`src/rtl/sqr_pkg.sv`:
```
package sqr_pkg;

    // field widths fixed by the interface
    localparam int BIN_W   = 10;
    localparam int POWER_W = 32;
    localparam int RATIO_W = 17;
    localparam int WLEN_W  = 7;
    localparam int RANK_W  = 6;

    // ratio format: unsigned fraction with 16 fraction bits
    localparam int RATIO_FRAC_BITS = 16;
    localparam logic [RATIO_W-1:0] RATIO_ONE = 17'h10000;

    // register reset values
    localparam logic [WLEN_W-1:0] WINDOW_LENGTH_RESET = 7'd50;
    localparam logic [RANK_W-1:0] LOW_RANK_RESET      = 6'd5;
    localparam logic [RANK_W-1:0] HIGH_RANK_RESET     = 6'd28;

    // register indexes (word address)
    localparam logic [1:0] REG_WINDOW_LENGTH = 2'd0;
    localparam logic [1:0] REG_LOW_RANK      = 2'd1;
    localparam logic [1:0] REG_HIGH_RANK     = 2'd2;

    typedef struct packed {
        logic [BIN_W-1:0]   bin_index;
        logic [POWER_W-1:0] power_value;
    } sqr_in_t;

    typedef struct packed {
        logic [BIN_W-1:0]   out_bin;
        logic [POWER_W-1:0] low_quantile;
        logic [POWER_W-1:0] high_quantile;
        logic [RATIO_W-1:0] quantile_ratio;
    } sqr_out_t;

    // sorter row control
    typedef struct packed {
        logic clear;
        logic load;
        logic shift;
    } sqr_sort_ctrl_t;

    typedef enum logic [3:0] {
        ST_CLEAR,
        ST_IDLE,
        ST_META,
        ST_READ,
        ST_DRAIN,
        ST_SELECT,
        ST_DIV_START,
        ST_DIV_WAIT,
        ST_OUT
    } sqr_state_t;

endpackage

```
`src/rtl/sqr_divider.sv`:
```
module sqr_divider
    import sqr_pkg::*;
(
    input  logic               clk,
    input  logic               rst_n,
    input  logic               start,
    input  logic [POWER_W-1:0] dividend,
    input  logic [POWER_W-1:0] divisor,
    output logic               done,
    output logic [RATIO_W-1:0] quotient
);

    localparam int CNT_W = $clog2(RATIO_FRAC_BITS);

    logic               busy_reg;
    logic               done_reg;
    logic [CNT_W-1:0]   cnt_reg;
    logic [POWER_W-1:0] rem_reg;
    logic [POWER_W-1:0] divisor_reg;
    logic [RATIO_W-1:0] quot_reg;

    logic [POWER_W:0]   trial;
    logic [POWER_W:0]   diff;
    logic               ge;

    // one restoring step: remainder stays below the divisor
    always_comb
    begin
        trial = {rem_reg, 1'b0};
        diff  = trial - {1'b0, divisor_reg};
        ge    = trial >= {1'b0, divisor_reg};
    end

    // control
    always_ff @(posedge clk or negedge rst_n)
    begin
        if (!rst_n)
        begin
            busy_reg <= 1'b0;
            done_reg <= 1'b0;
            cnt_reg  <= '0;
        end
        else
        begin
            done_reg <= 1'b0;
            if (start)
            begin
                cnt_reg <= '0;
                if (divisor == '0 || dividend >= divisor)
                begin
                    done_reg <= 1'b1;
                end
                else
                begin
                    busy_reg <= 1'b1;
                end
            end
            else if (busy_reg)
            begin
                cnt_reg <= cnt_reg + CNT_W'(1);
                if (cnt_reg == CNT_W'(RATIO_FRAC_BITS - 1))
                begin
                    busy_reg <= 1'b0;
                    done_reg <= 1'b1;
                end
            end
        end
    end

    // datapath: zero divisor gives 0, ratio of one or more saturates
    always_ff @(posedge clk)
    begin
        if (start)
        begin
            rem_reg     <= dividend;
            divisor_reg <= divisor;
            if (divisor == '0)
            begin
                quot_reg <= '0;
            end
            else if (dividend >= divisor)
            begin
                quot_reg <= RATIO_ONE;
            end
            else
            begin
                quot_reg <= '0;
            end
        end
        else if (busy_reg)
        begin
            rem_reg  <= ge ? diff[POWER_W-1:0] : trial[POWER_W-1:0];
            quot_reg <= {quot_reg[RATIO_W-2:0], ge};
        end
    end

    assign done     = done_reg;
    assign quotient = quot_reg;

endmodule

```
`config.mk`:
```
export PLATFORM = sky130hd
export DESIGN_NAME = sqr_divider
export DESIGN_NICKNAME = d
export VERILOG_FILES = /design/src/rtl/sqr_pkg.sv /design/src/rtl/sqr_divider.sv
export SDC_FILE = /design/constraint.sdc
export NUM_CORES = 1
export LEC_CHECK = 0
export CELL_PAD_IN_SITES_DETAIL_PLACEMENT = 0
export CELL_PAD_IN_SITES_GLOBAL_PLACEMENT = 1
export CORE_MARGIN = 4
export CORE_UTILIZATION = 26
export DETAILED_ROUTE_END_ITERATION = 7
export DONT_BUFFER_PORTS = 1
export PLACE_DENSITY = 0.56
export SLEW_MARGIN = 10
export SYNTH_ARGS = -nofsm -noshare
export SYNTH_HDL_FRONTEND = slang
export SYNTH_SLANG_ARGS = --single-unit
```
`constraint.sdc`:
```
create_clock -name clk -period 4.14 [get_ports clk]
set_clock_uncertainty 0.2 [all_clocks]
set_input_delay 0.414 -clock clk [delete_from_list [all_inputs] [get_ports clk]]
set_output_delay 0.414 -clock clk [all_outputs]
set_load 0.005 [all_outputs]
```
Word-level counts from Yosys, hierarchy flattened
Cells that the tools add are included.
- equality and inequality tests: 2
- $lt $le $gt $ge: 2
- reduce and logical (&&, ||, !) cells: 3
- $add $sub $neg: 2
- multiplexer cells: 17
- operators by type and width (operator ; number):
    two-way mux 32 bit ; 3
    two-way mux 17 bit ; 4
    greater-or-equal comparator 33 x 32 -> 1 bit ; 1
    greater-or-equal comparator 32 bit ; 1
    zero test 32 bit ; 1
    subtractor 32 bit ; 1
    two-way mux 1 bit ; 8
    two-way mux 4 bit ; 2
    adder 4 x 1 -> 4 bit (second input constant) ; 1
    == test 4 bit (second input constant) ; 1
    inequality test 2 bit (second input constant) ; 1
    nonzero test 2 bit ; 1
    logical OR 1 bit ; 1
- word-level logic and storage cells: 32
- register bits after elaboration: 87
- input port bits: 67

Logic depth before layout (Yosys ltp)
- word-level depth: 4
- depth in mapped cells: 13

Worst setup path after synthesis
Ideal clock, no wire load.
- path type: register to register
- start: register rem_reg[13]
- end: register rem_reg[10] (data pin)
- library setup time: 0.260 ns
- buffers on the path: 2
- path slack: 0.820 ns
- clock period less this slack: 3.320 ns
- arrival time: 2.860 ns
- stages on the path, launching flop included: 12
- cell sequence: edfxtp_1 -> ha_1 -> clkbuf_1 -> a21oi_1 -> o21ai_0 -> a211oi_1 -> a2111oi_4 -> o2111a_2 -> nor2_4 -> buf_6 -> mux2_4 -> mux2_2
- longest elaborated chain between the ends: 4
- RTL lines (element ; line ; RTL):
    start, declared ; sqr_divider.sv:18 ; logic [POWER_W-1:0] rem_reg;
    start signal, assigned ; sqr_divider.sv:75 ; rem_reg <= dividend;
    start signal, assigned ; sqr_divider.sv:92 ; rem_reg <= ge ? diff[POWER_W-1:0] : trial[POWER_W-1:0];
    greater-or-equal comparator 33 x 32 -> 1 bit ; sqr_divider.sv:31 ; ge = trial >= {1'b0, divisor_reg};
    two-way mux 32 bit ; sqr_divider.sv:92 ;
    two-way mux 32 bit ; sqr_divider.sv:90 ; else if (busy_reg)
    two-way mux 32 bit ; sqr_divider.sv:73 ; if (start)
Every way passes these cells. The select of a mux whose other input is x is not followed.
A chain may end at the register's enable or synchronous reset.

Worst setup path after layout
- start: register rem_reg[10]
- end: register rem_reg[2] (data pin)
The elaborated chain is that of the path after synthesis.

==> key figures <==
Worst hold path
  • Min-delay worst type: input port to flop
  • Hold_sp: start

Synthesis
  • Avg Cell Area, Syn: 10.6 um^2
  • Sequential-to-total area share from yosys stat: 41.3%
  • Top-area cell type share of the netlist area: 38.9%
  • Synth Register Bits: 87
  • Post-synthesis cell count: 592
  • Top FF cell, synth: edfxtp_1
  • Ys Warns: 0
  • Cell variety after synth: 57
  • Number of synthesized flops with an enable pin: 81
  • Synthesized net count: 725
  • Synth area leaders: edfxtp_1 39%, ha_1 13%, inv_1 4.4%, mux2_2 4.0%, mux2_4 3.8%
  • Async SR Flop Fraction: 6.90%
  • Most common cell in the netlist: edfxtp_1
  • Mapped cell area: 0.00625 mm^2
  • Area leader, netlist: edfxtp_1
  • Synth cell count leaders: 81 x edfxtp_1, 74 x inv_1, 65 x ha_1

Timing
  • Tcrit/Tclk final: 91.6%
  • Slew Viols, Final: 0
  • Unrepaired setup endpoints after global routing: no
  • Max-slew headroom: 60.7%
  • Least-Margin Pin Slew: 0.584 ns
  • Setup TNS: 0 ns
  • Clock period minus worst slack: 3.79 ns
  • Hold WS: 0.0465 ns
  • Hold Fails Final Rpt: 0
  • Fmax: 264 MHz
  • Final setup vio count: 0

Routing
  • Post-route DRC: 0
  • Initial DRC Count: 282
  • Routed via count: 4491
  • First drt pass iteration count: 4
  • DRT antenna net count: 0
  • Post-Route WL: 16600 um
  • Routed WL per cell: 17.5 um
  • Via density: 4.75

Global routing
  • Number of global-route vias before repair: 4705
  • Total global routing track utilization: 12.7%
  • Antenna violations before repair: 1
  • Pin count of the biggest net entering global routing: 69
  • Global-route wire length before repair: 26300 um
  • Gr ovfl total: 0

Setup path
  • WS Path Type: flop to flop
  • Arr. time, crit path: 3.70 ns
  • Largest stage delay, worst path: 0.40 ns
  • Worst-path cell with the longest stage delay: edfxtp_1
  • Critical R2R Launch: rem_reg[10]
  • CP Data Required Time: 4.05 ns
  • Crit path cell chain: ha_1, a21oi_1, nor2b_1, a211oi_1, a31o_2, a2111oi_4, o2111a_2, nor2_4, buf_12, mux2_1, mux2_2
  • Setup crit end kind: flop
  • Startpoint Class: flop
  • Crit path launch: rem_reg[10]
  • CP max FO: 26

Place
  • Placed cell area: 0.00660 mm^2
  • Post-DP HPWL: 12400 um
  • I/O Buffers: 0
  • GPL Wtd Cong: 0.808

Job
  • Max Cap Violations: 0

Final layout
  • # diodes: 0
  • Layout net count: 754
  • Final instance area: 0.00725 mm^2
  • Layout cells sized above 1: 10.7%
  • Layout Area Growth over Synthesis: 15.9%
  • Core Util, Final: 30.8%

Outcome
  • Status: completed

Die
  • Initial Util: 26.6%
  • Die Area: 0.0266 mm^2
  • Row count: 56
  • Die Span Y: 163 um
  • Core area: 0.0235 mm^2
  • Die W: 163 um
  • Boundary pin count: 85

Clock network
  • Clk slew on worst S/H paths: 0.08 ns
  • Clock latency on the worst-skew pair: 0.35 ns
  • CTS tree: built
  • Bufs on Longest Clock Path: 2
  • Num Clock Sinks: 87
  • Clock root cell: clkbuf_16
  • H-tree depth: 3
  • # resized after CTS: 0
  • TritonCTS buffer count: 9

Power and ir drop
  • Pleak: 0.00317 uW
  • Power Density: 638 mW/mm^2
  • Pwr Total: 4620 uW
  • Max VDD drop: 0.232 mV
## power breakdown
group | total, uW | internal [uW] | switching, uW | leakage, uW
logic | 2430 | 1230 | 1190 | 0.00208
clock network | 835 | 427 | 408 | 0.000147
registers | 1360 | 1240 | 124 | 0.000935
## cells by family (layout without fill, tap and decap cells)
| family | count (synthesis) | in the layout | share of synthesized area (%) |
|---|---|---|---|
| AO/OA/AOI/OAI | 139 | 139 | 14.7 |
| AND/OR/NAND/NOR | 134 | 134 | 11.9 |
| multiplexers | 46 | 46 | 9.14 |
| adder cells (fa/ha/maj) | 66 | 66 | 13.3 |
| XOR/XNOR | 28 | 28 | 3.92 |
| buffers and inverters | 92 | 126 | 5.78 |
| flip-flops | 87 | 87 | 41.3 |
## area by class of cell
class | instances | area (um^2)
clock buffer | 9 | 225
multi-input combinational | 413 | 3310
inverter | 74 | 278
fill | 2477 | 16300
sequential | 87 | 2580
tap | 319 | 399
clock inverter | 7 | 73.8
timing repair buffer | 36 | 378
## stage by stage
step,instances,worst slack [ns]
after floorplan,592,0.820
after global placement,895,0.485
after detailed placement,895,0.363
after CTS,945,0.346
after global routing,945,0.169
final,945,0.349
## metal layers
metal	up-vias	global-route usage (%)	part of all wire, %
li1	2216	-	-
met5	-	0	0
met2	86	20.4	47
met4	0	3.39	1.4
met1	2176	17.2	47
met3	13	2.83	5.1
## layout by cell type (no fill, tap or decap), drive strengths merged, types with 8 or more instances in the layout
cell,count
a211oi,9
a21o,29
a21oi,35
a31oi,8
clkbuf,9
dlygate4sd3,33
edfxtp,81
ha,65
inv,77
mux2,41
nand2,23
nand3,8
nand4,14
nor2,22
nor2b,26
nor4,10
o21ai,29
xnor2,12
xor2,16
## worst max-delay path: cells and delay by family, from the launching register on
kind                       cells  cell delay, ns
adders and majority gates      1            0.38
AOI/OAI and AO/OA              5            1.34
and+or+nand+nor                2            0.33
buffers and inverters          1            0.25
muxes                          2            0.61
DFF                            1            0.40
## final timing paths
path	slack (ns)	cells past startpoint	end
min in group asynchronous	0.16	1	done
worst max register to register	0.35	11	rem_reg[2]
worst min-delay path	0.05	1	busy_reg
worst min register to register	0.37	2	cnt_reg[1]
max in group asynchronous	3.37	1	busy_reg
worst max-delay path	0.35	11	rem_reg[2]
## repair_timing
action	CTS	global route
endpoints found under the hold margin	74	0
buffers inserted	0	0
hold buffers	34	0
Power figures use the tool's default switching activity.
